`src/hw/rtl/rrt_pkg.sv`:
```
// ----------------------------------------------------------------------------
// rrt_pkg: shared types and codes for the io range reservation table
// mode and status codes, the table entry layout and the result push word
// ----------------------------------------------------------------------------
`default_nettype none

package rrt_pkg;

    localparam int PORT_W          = 16;
    localparam int MODE_W          = 2;
    localparam int STATUS_W        = 2;
    localparam int DEF_NUM_ENTRIES = 32;

    // command codes
    localparam logic [MODE_W-1:0] MODE_REQUEST = 2'd0;
    localparam logic [MODE_W-1:0] MODE_RELEASE = 2'd1;
    localparam logic [MODE_W-1:0] MODE_CHECK   = 2'd2;

    // status codes
    localparam logic [STATUS_W-1:0] ST_OK        = 2'd0;
    localparam logic [STATUS_W-1:0] ST_NO_SPACE  = 2'd1;
    localparam logic [STATUS_W-1:0] ST_BUSY      = 2'd2;
    localparam logic [STATUS_W-1:0] ST_NOT_FOUND = 2'd3;

    // one table entry as held in memory
    typedef struct packed {
        logic              valid;
        logic [PORT_W-1:0] first;
        logic [PORT_W-1:0] last;
    } t_entry;

    localparam int ENTRY_W = $bits(t_entry);

    // result push from the sequencer to the output stage
    typedef struct packed {
        logic                push;
        logic [STATUS_W-1:0] status;
    } t_rsp_push;

endpackage

`default_nettype wire

```
`src/hw/rtl/rrt_if.sv`:
```
// ----------------------------------------------------------------------------
// rrt_if: valid/ready channels of the io range reservation table
// request channel carries a command word, response channel a status word
// ----------------------------------------------------------------------------
`default_nettype none

interface rrt_req_if;
    logic                       valid;
    logic                       ready;
    logic [rrt_pkg::MODE_W-1:0] mode;
    logic [rrt_pkg::PORT_W-1:0] start_port;
    logic [rrt_pkg::PORT_W-1:0] end_port;

    modport source (output valid, output mode, output start_port, output end_port,
                    input ready);
    modport sink   (input valid, input mode, input start_port, input end_port,
                    output ready);
endinterface

interface rrt_rsp_if;
    logic                         valid;
    logic                         ready;
    logic [rrt_pkg::STATUS_W-1:0] status;

    modport source (output valid, output status, input ready);
    modport sink   (input valid, input status, output ready);
endinterface

`default_nettype wire

```
`src/hw/rtl/rrt_mem.sv`:
```
// ----------------------------------------------------------------------------
// rrt_mem: entry store of the reservation table
// single write port, single read port, registered read data
// ----------------------------------------------------------------------------
`default_nettype none

module rrt_mem #(
    parameter int DEPTH = rrt_pkg::DEF_NUM_ENTRIES,
    parameter int AW    = (DEPTH > 1) ? $clog2(DEPTH) : 1
) (
    input  wire logic                 i_clk,
    input  wire logic                 i_we,
    input  wire logic [AW-1:0]        i_waddr,
    input  wire rrt_pkg::t_entry      i_wdata,
    input  wire logic                 i_re,
    input  wire logic [AW-1:0]        i_raddr,
    output      rrt_pkg::t_entry      o_rdata
);

    rrt_pkg::t_entry r_mem [DEPTH];
    rrt_pkg::t_entry r_rdata;

    always_ff @(posedge i_clk) begin
        if (i_we) begin
            r_mem[i_waddr] <= i_wdata;
        end
    end

    always_ff @(posedge i_clk) begin
        if (i_re) begin
            r_rdata <= r_mem[i_raddr];
        end
    end

    assign o_rdata = r_rdata;

endmodule

`default_nettype wire

```
`src/hw/rtl/rrt_ctrl.sv`:
```
// ----------------------------------------------------------------------------
// rrt_ctrl: scan sequencer of the reservation table
// clears the store after reset, scans all entries per command, then updates
// ----------------------------------------------------------------------------
`default_nettype none

module rrt_ctrl #(
    parameter int NUM_ENTRIES = rrt_pkg::DEF_NUM_ENTRIES,
    parameter int IW          = (NUM_ENTRIES > 1) ? $clog2(NUM_ENTRIES) : 1
) (
    input  wire logic                       i_clk,
    input  wire logic                       i_rst_n,
    // command word
    input  wire logic                       i_in_vld,
    output      logic                       o_in_rdy,
    input  wire logic [rrt_pkg::MODE_W-1:0] i_mode,
    input  wire logic [rrt_pkg::PORT_W-1:0] i_start,
    input  wire logic [rrt_pkg::PORT_W-1:0] i_end,
    // output stage
    input  wire logic                       i_slot_free,
    output      rrt_pkg::t_rsp_push         o_rsp,
    // entry store
    output      logic                       o_mem_we,
    output      logic [IW-1:0]              o_mem_waddr,
    output      rrt_pkg::t_entry            o_mem_wdata,
    output      logic                       o_mem_re,
    output      logic [IW-1:0]              o_mem_raddr,
    input  wire rrt_pkg::t_entry            i_mem_rdata
);

    typedef enum logic [4:0] {
        S_CLEAR  = 5'b00001,
        S_IDLE   = 5'b00010,
        S_SCAN   = 5'b00100,
        S_DRAIN  = 5'b01000,
        S_DECIDE = 5'b10000
    } t_state;

    localparam logic [IW-1:0] LAST_IDX = IW'(NUM_ENTRIES - 1);

    t_state r_state, n_state;
    logic [IW-1:0] r_cnt, n_cnt;
    logic r_rd_vld, n_rd_vld;
    logic r_free_fnd, n_free_fnd;
    logic r_busy, n_busy;
    logic r_match_fnd, n_match_fnd;
    logic [IW-1:0] r_rd_idx, n_rd_idx;
    logic [IW-1:0] r_free_idx, n_free_idx;
    logic [IW-1:0] r_match_idx, n_match_idx;
    logic [rrt_pkg::MODE_W-1:0] r_mode, n_mode;
    logic [rrt_pkg::PORT_W-1:0] r_start, n_start;
    logic [rrt_pkg::PORT_W-1:0] r_end, n_end;

    always_comb begin
        n_state     = r_state;
        n_cnt       = r_cnt;
        n_rd_vld    = 1'b0;
        n_rd_idx    = r_cnt;
        n_free_fnd  = r_free_fnd;
        n_busy      = r_busy;
        n_match_fnd = r_match_fnd;
        n_free_idx  = r_free_idx;
        n_match_idx = r_match_idx;
        n_mode      = r_mode;
        n_start     = r_start;
        n_end       = r_end;
        o_in_rdy    = 1'b0;
        o_rsp       = '{push: 1'b0, status: rrt_pkg::ST_OK};
        o_mem_we    = 1'b0;
        o_mem_waddr = r_cnt;
        o_mem_wdata = '0;
        o_mem_re    = 1'b0;
        o_mem_raddr = r_cnt;

        // fold in the entry read in the previous cycle
        if (r_rd_vld) begin
            if (!i_mem_rdata.valid && !r_free_fnd) begin
                n_free_fnd = 1'b1;
                n_free_idx = r_rd_idx;
            end
            if (i_mem_rdata.valid && (r_start <= i_mem_rdata.last)
                    && (i_mem_rdata.first <= r_end)) begin
                n_busy = 1'b1;
            end
            if (i_mem_rdata.valid && (i_mem_rdata.first == r_start)
                    && (i_mem_rdata.last == r_end) && !r_match_fnd) begin
                n_match_fnd = 1'b1;
                n_match_idx = r_rd_idx;
            end
        end

        unique case (r_state)
            S_CLEAR: begin
                o_mem_we = 1'b1;
                if (r_cnt == LAST_IDX) begin
                    n_cnt   = '0;
                    n_state = S_IDLE;
                end else begin
                    n_cnt = r_cnt + IW'(1);
                end
            end
            S_IDLE: begin
                o_in_rdy = 1'b1;
                if (i_in_vld) begin
                    n_mode      = i_mode;
                    n_start     = i_start;
                    n_end       = i_end;
                    n_free_fnd  = 1'b0;
                    n_busy      = 1'b0;
                    n_match_fnd = 1'b0;
                    n_cnt       = '0;
                    n_state     = S_SCAN;
                end
            end
            S_SCAN: begin
                o_mem_re = 1'b1;
                n_rd_vld = 1'b1;
                if (r_cnt == LAST_IDX) begin
                    n_cnt   = '0;
                    n_state = S_DRAIN;
                end else begin
                    n_cnt = r_cnt + IW'(1);
                end
            end
            S_DRAIN: begin
                n_state = S_DECIDE;
            end
            S_DECIDE: begin
                if (i_slot_free) begin
                    o_rsp.push = 1'b1;
                    n_state    = S_IDLE;
                    unique case (r_mode)
                        rrt_pkg::MODE_REQUEST: begin
                            if (!r_free_fnd) begin
                                o_rsp.status = rrt_pkg::ST_NO_SPACE;
                            end else if (r_busy) begin
                                o_rsp.status = rrt_pkg::ST_BUSY;
                            end else begin
                                o_mem_we    = 1'b1;
                                o_mem_waddr = r_free_idx;
                                o_mem_wdata = '{valid: 1'b1, first: r_start, last: r_end};
                            end
                        end
                        rrt_pkg::MODE_RELEASE: begin
                            if (r_match_fnd) begin
                                o_mem_we    = 1'b1;
                                o_mem_waddr = r_match_idx;
                            end else begin
                                o_rsp.status = rrt_pkg::ST_NOT_FOUND;
                            end
                        end
                        rrt_pkg::MODE_CHECK: begin
                            if (r_busy) begin
                                o_rsp.status = rrt_pkg::ST_BUSY;
                            end
                        end
                        default: begin
                            o_rsp.status = rrt_pkg::ST_OK;
                        end
                    endcase
                end
            end
            default: begin
                n_state = S_CLEAR;
                n_cnt   = '0;
            end
        endcase
    end

    always_ff @(posedge i_clk) begin
        if (!i_rst_n) begin
            r_state     <= S_CLEAR;
            r_cnt       <= '0;
            r_rd_vld    <= 1'b0;
            r_free_fnd  <= 1'b0;
            r_busy      <= 1'b0;
            r_match_fnd <= 1'b0;
        end else begin
            r_state     <= n_state;
            r_cnt       <= n_cnt;
            r_rd_vld    <= n_rd_vld;
            r_free_fnd  <= n_free_fnd;
            r_busy      <= n_busy;
            r_match_fnd <= n_match_fnd;
        end
    end

    always_ff @(posedge i_clk) begin
        r_rd_idx    <= n_rd_idx;
        r_free_idx  <= n_free_idx;
        r_match_idx <= n_match_idx;
        r_mode      <= n_mode;
        r_start     <= n_start;
        r_end       <= n_end;
    end

endmodule

`default_nettype wire

```
`src/hw/rtl/io_range_reservation_table_top.sv`:
```
// response: after accept the sequencer scans, drains and decides, then pushes
//   the status word into the output register once the output slot is free
// commands: one at a time; none is taken until the last status word is pushed,
//   and the scan reads one table entry per cycle through the single read port
// reset: synchronous active-low; afterwards a clearing pass writes every
//   entry invalid while the command channel is not ready
// ----------------------------------------------------------------------------
// io_range_reservation_table_top: table of reserved inclusive port ranges
// request, release or check a port range against the reserved entries
// ----------------------------------------------------------------------------
`default_nettype none

module io_range_reservation_table_top #(
    parameter int NUM_ENTRIES = rrt_pkg::DEF_NUM_ENTRIES
) (
    input wire logic i_clk,
    input wire logic i_rst_n,
    rrt_req_if.sink  i_req,
    rrt_rsp_if.source o_rsp
);

    // entry index width
    localparam int IW = (NUM_ENTRIES > 1) ? $clog2(NUM_ENTRIES) : 1;

    // store port wires
    logic            mem_we;
    logic [IW-1:0]   mem_waddr;
    rrt_pkg::t_entry mem_wdata;
    logic            mem_re;
    logic [IW-1:0]   mem_raddr;
    rrt_pkg::t_entry mem_rdata;

    // sequencer to output stage
    rrt_pkg::t_rsp_push rsp_push;
    logic               slot_free;

    // output register: one status word that may wait on a stalled sink
    logic                         r_out_vld;
    logic [rrt_pkg::STATUS_W-1:0] r_out_status;

    // the slot frees in the same cycle the waiting word is taken
    assign slot_free = !r_out_vld || o_rsp.ready;

    rrt_mem #(
        .DEPTH (NUM_ENTRIES),
        .AW    (IW)
    ) u_mem (
        .i_clk   (i_clk),
        .i_we    (mem_we),
        .i_waddr (mem_waddr),
        .i_wdata (mem_wdata),
        .i_re    (mem_re),
        .i_raddr (mem_raddr),
        .o_rdata (mem_rdata)
    );

    // scan sequencer: clearing pass, per-command scan, final update
    rrt_ctrl #(
        .NUM_ENTRIES (NUM_ENTRIES),
        .IW          (IW)
    ) u_ctrl (
        .i_clk       (i_clk),
        .i_rst_n     (i_rst_n),
        .i_in_vld    (i_req.valid),
        .o_in_rdy    (i_req.ready),
        .i_mode      (i_req.mode),
        .i_start     (i_req.start_port),
        .i_end       (i_req.end_port),
        .i_slot_free (slot_free),
        .o_rsp       (rsp_push),
        .o_mem_we    (mem_we),
        .o_mem_waddr (mem_waddr),
        .o_mem_wdata (mem_wdata),
        .o_mem_re    (mem_re),
        .o_mem_raddr (mem_raddr),
        .i_mem_rdata (mem_rdata)
    );

    // output valid: set on push, cleared when taken with nothing new
    always_ff @(posedge i_clk) begin
        if (!i_rst_n) begin
            r_out_vld <= 1'b0;
        end else if (rsp_push.push) begin
            r_out_vld <= 1'b1;
        end else if (o_rsp.ready) begin
            r_out_vld <= 1'b0;
        end
    end

    // status payload, loaded only on push
    always_ff @(posedge i_clk) begin
        if (rsp_push.push) begin
            r_out_status <= rsp_push.status;
        end
    end

    assign o_rsp.valid  = r_out_vld;
    assign o_rsp.status = r_out_status;

endmodule

`default_nettype wire

```
`src/flat_wrapper.sv`:
```
// flat-port wrapper written by rule: the top's interface ports become plain ports
module io_range_reservation_table_top_flat 
#(
    parameter int NUM_ENTRIES = rrt_pkg::DEF_NUM_ENTRIES
)
  (i_clk, i_rst_n, i_req_valid, i_req_mode, i_req_start_port, i_req_end_port, i_req_ready, o_rsp_valid, o_rsp_status, o_rsp_ready);
  rrt_req_if i_req_i ();
  rrt_rsp_if o_rsp_i ();
  input wire logic i_clk;
  input wire logic i_rst_n;
  input wire logic [$bits(i_req_i.valid)-1:0] i_req_valid;
  input wire logic [$bits(i_req_i.mode)-1:0] i_req_mode;
  input wire logic [$bits(i_req_i.start_port)-1:0] i_req_start_port;
  input wire logic [$bits(i_req_i.end_port)-1:0] i_req_end_port;
  output wire logic [$bits(i_req_i.ready)-1:0] i_req_ready;
  output wire logic [$bits(o_rsp_i.valid)-1:0] o_rsp_valid;
  output wire logic [$bits(o_rsp_i.status)-1:0] o_rsp_status;
  input wire logic [$bits(o_rsp_i.ready)-1:0] o_rsp_ready;
  assign i_req_i.valid = i_req_valid;
  assign i_req_i.mode = i_req_mode;
  assign i_req_i.start_port = i_req_start_port;
  assign i_req_i.end_port = i_req_end_port;
  assign i_req_ready = i_req_i.ready;
  assign o_rsp_valid = o_rsp_i.valid;
  assign o_rsp_status = o_rsp_i.status;
  assign o_rsp_i.ready = o_rsp_ready;
  io_range_reservation_table_top #(.NUM_ENTRIES(NUM_ENTRIES)) u_core (.i_clk(i_clk), .i_rst_n(i_rst_n), .i_req(i_req_i), .o_rsp(o_rsp_i));
endmodule
```
`config.mk`:
```
export PLATFORM = sky130hd
export DESIGN_NAME = io_range_reservation_table_top_flat
export DESIGN_NICKNAME = d
export VERILOG_FILES = /design/src/hw/rtl/rrt_pkg.sv /design/src/hw/rtl/rrt_if.sv /design/src/hw/rtl/rrt_mem.sv /design/src/hw/rtl/rrt_ctrl.sv /design/src/hw/rtl/io_range_reservation_table_top.sv /design/src/flat_wrapper.sv
export SDC_FILE = /design/constraint.sdc
export NUM_CORES = 1
export LEC_CHECK = 0
export BUFFER_PORTS_ARGS = -buffer_cell sky130_fd_sc_hd__buf_2
export CAP_MARGIN = 0
export CORE_ASPECT_RATIO = 1.75
export CORE_MARGIN = 2
export CORE_UTILIZATION = 57
export DETAILED_ROUTE_END_ITERATION = 16
export PLACE_DENSITY = 0.75
export REMOVE_ABC_BUFFERS = 1
export SLEW_MARGIN = 20
export SYNTH_ARGS = -nofsm -noshare
export SYNTH_HDL_FRONTEND = slang
export SYNTH_SLANG_ARGS = --single-unit
```
`constraint.sdc`:
```
create_clock -name i_clk -period 4.64 [get_ports i_clk]
set_clock_uncertainty 0.2 [all_clocks]
set_input_delay 0.464 -clock i_clk [delete_from_list [all_inputs] [get_ports i_clk]]
set_output_delay 0.464 -clock i_clk [all_outputs]
set_load 0.03 [all_outputs]
```
==> run metrics <==
status completed; # fillers 4895; r2r setup slk 810 ps; Final ANT Viol Nets 0; unique cell type count in the Yosys netlist 55; #FFs+latches synth 1155; CP delay by family, top simple AND/OR/NAND/NOR gates; Die Y 376 um; commonest cells in the netlist edfxtp_1, mux4_2, clkbuf_1; TritonCTS clock tree yes; final setup margin 809 ps; Setup crit start kind register; power share of the clock group 0.362; crit path to u_core.u_mem.r_mem[15][5]; via count of the routed design 21700; register share of total power 0.519; Initial Util 0.575; Post-Syn Area 0.0451 sq mm; EDFF count, synth 1135; DP HPWL 64200 um; # DRC 0; Slew Limit Fails 0; Buf/Inv on CP 1; Pleak 0.0157 uW; wire per inst 34.9 um; CTS Buffer Depth 3; register area share after synthesis 0.765; top cells by area, synth edfxtp_1, mux4_2, ha_1, dfxtp_1, mux2_2; switching part of the total 0.226; die span in x 217 um; RR Startpoint u_core.u_ctrl.r_mode[1]; Num CTS Buffers 96; vias per inst 6.72; Setup Buffers After CTS 0; Hold Crit Class input port to register; PortBufs 41; vias in the first global route 22800; dpl ws 903 ps; Max Clk Rate 0.261 GHz; worst path cell trace nor4b_2 -> a22oi_1 -> nor4_1 -> o2111ai_1 -> nor2_4 -> buf_4; WL final 113000 um; diode count 0; switching power total 5160 uW; Internal 17700 uW; Worst-path clk slew 70 ps; WS Path Type register to register; full die area 0.0815 sq mm; pwr dens 450 mW/mm^2; hold path cells 3; Crit path depth 6; first-pass GRT wire length 161000 um; H-tree Lvls 3; initial DRC count 2853; Reg2Reg Depth 6; Max-Cap Viols 0; Slowest-stage cell, CP nor4b_2; CTS root buf clkbuf_16; critical path data required time 4760 ps; Sink Count 1155; Worst setup EP type register; DP Area 0.0472 sq mm; post-synth top area share 0.756; post-route cell area 0.0508 sq mm; Critical Path AT 3950 ps; pin count of the biggest net entering global routing 72; CP max FO 33; 1st-pass router iterations 6; post-route clock period utilization 0.826; Worst Setup SP u_core.u_ctrl.r_mode[1]; worst relative slew slack 0.241; minimum clock period 3830 ps; slew of the pin with the lowest slew margin 1140 ps; fraction of layout cells with a size suffix above 1 0.306; initial antenna violation count 0; most common cell in the netlist edfxtp_1; Final setup viols 0; total track usage 0.286; Final Hold Viols 0; RSZ-0062 raised after global routing no; P&R area growth vs syn 12.6%; clock latency at the later pin of the worst-skew pair 700 ps; yosys warns 0; global route total overflow 0; ys flop type edfxtp_1; Peak supply drop 0.358 mV; setup_tns 0 ps; Nets 2195; routability cong. 0.975; worst stage delay on the critical path 670 ps; Post-Syn Instances 1967; combinational power share 0.119; Core Footprint 0.0784 sq mm; Syn Area/Cell 22.9 sq um; Post-synth ARST share 0; post-layout util 0.647; RR Endpoint u_core.u_mem.r_mem[15][5]; Top Ports 42; row cnt 136; cell taking the most area after synthesis edfxtp_1
==> layout make-up <==
class / instances / area (sq um) / share of cell area
clock buffers: 114 / 2520 / 0.0497
well taps: 1035 / 1290 / 0.0255
flip-flops and latches: 1155 / 34500 / 0.680
inverters: 37 / 139 / 0.00274
repair buffers: 156 / 1400 / 0.0276
clock inverters: 58 / 686 / 0.0135
multi-input cells: 677 / 10200 / 0.201
==> cells in the final DEF, fill, tap and decap left out, types with 17 or more instances in the layout <==
master,n
dlygate4sd3_1,35
buf_4,60
ha_1,34
xnor2_1,31
mux4_2,330
mux2_2,33
clkbuf_16,98
buf_12,19
nor3_2,22
and3_1,30
edfxtp_1,1135
a21oi_1,19
inv_1,37
clkinv_1,17
nor2_1,17
buf_2,41
==> state kept, by name, summed over array words and instances, names as in the netlist <==
name and count:
u_core.u_ctrl.r_free_fnd 1, u_core.o_rsp.status 2, u_core.u_ctrl.r_match_idx 5, u_core.u_ctrl.r_mode 2
u_core.u_ctrl.o_mem_raddr 5, u_core.u_ctrl.r_match_fnd 1, u_core.u_ctrl.r_rd_idx 5, u_core.u_ctrl.r_state 5
u_core.u_mem.o_rdata 33, u_core.u_mem.r_mem 1056, u_core.o_rsp.valid 1, u_core.u_ctrl.r_end 16
u_core.u_ctrl.r_rd_vld 1, u_core.u_ctrl.r_free_idx 5, u_core.u_ctrl.r_start 16, u_core.u_ctrl.r_busy 1
==> worst reg2reg max path, stage by stage (launching register included) <==
cell and delay [ps]:
edfxtp_1 480, nor4b_2 670, a22oi_1 360, nor4_1 520, o2111ai_1 430, nor2_4 200, buf_4 580
==> kinds of logic (layout without fill, tap and decap cells) <==
| kind of cell | count (synthesis) | in the layout | synth area share |
|---|---|---|---|
| mux | 365 | 365 | 0.174 |
| flops | 1155 | 1155 | 0.765 |
| buf+inv | 135 | 365 | 0.0133 |
| simple gates | 163 | 163 | 0.0200 |
| xor+xnor | 34 | 34 | 0.00660 |
| fa+ha+maj | 34 | 34 | 0.00944 |
| compound gates | 81 | 81 | 0.0123 |
==> power by group through the flow <==
stage	registers, uW	clock network (uW)	logic (uW)
2_1_floorplan	12400	0	2280
3_3_place_gp	12100	0	2620
3_5_place_dp	12100	0	2700
4_1_cts	11900	8380	2760
5_1_grt	11900	8740	2860
6_report	11900	8280	2730
==> per-layer routing <==
metal / track usage / share of wire / up-vias
li1: - / - / 8650
met2: 0.496 / 0.53 / 1260
met5: 0 / 0 / -
met3: 0.0464 / 0.075 / 316
met4: 0.150 / 0.056 / 0
met1: 0.347 / 0.34 / 11500
==> what timing repair did <==
item                                    CTS  global route
endpoints found under the hold margin    44             0
resized for setup                         0             0
hold buffers                             35             0
endpoints found under the setup margin    0             0
==> worst min-delay path by stage <==
stage	from	endpoint	slack, ps
4_1_cts	i_req_valid	u_core.u_ctrl.r_state[1]	70
2_1_floorplan	u_core.u_ctrl.r_rd_idx[0]	u_core.u_ctrl.r_free_idx[0]	200
6_report	i_req_valid	u_core.u_ctrl.r_state[1]	100
5_1_grt	i_req_valid	u_core.u_ctrl.r_state[1]	110
3_3_place_gp	u_core.u_ctrl.r_rd_idx[2]	u_core.u_ctrl.r_match_idx[2]	210
3_5_place_dp	u_core.u_ctrl.r_rd_idx[0]	u_core.u_ctrl.r_free_idx[0]	220
==> per-stage QoR <==
step           hold slack [ps]  instances  power, uW
2_1_floorplan              204       1869      14600
3_3_place_gp               207       3023      14700
3_5_place_dp               216       3024      14800
4_1_cts                   65.1       3231      23000
5_1_grt                    110       3232      23500
6_report                  99.5       3232      22900
No activity file was read; power rests on OpenSTA's default activity.
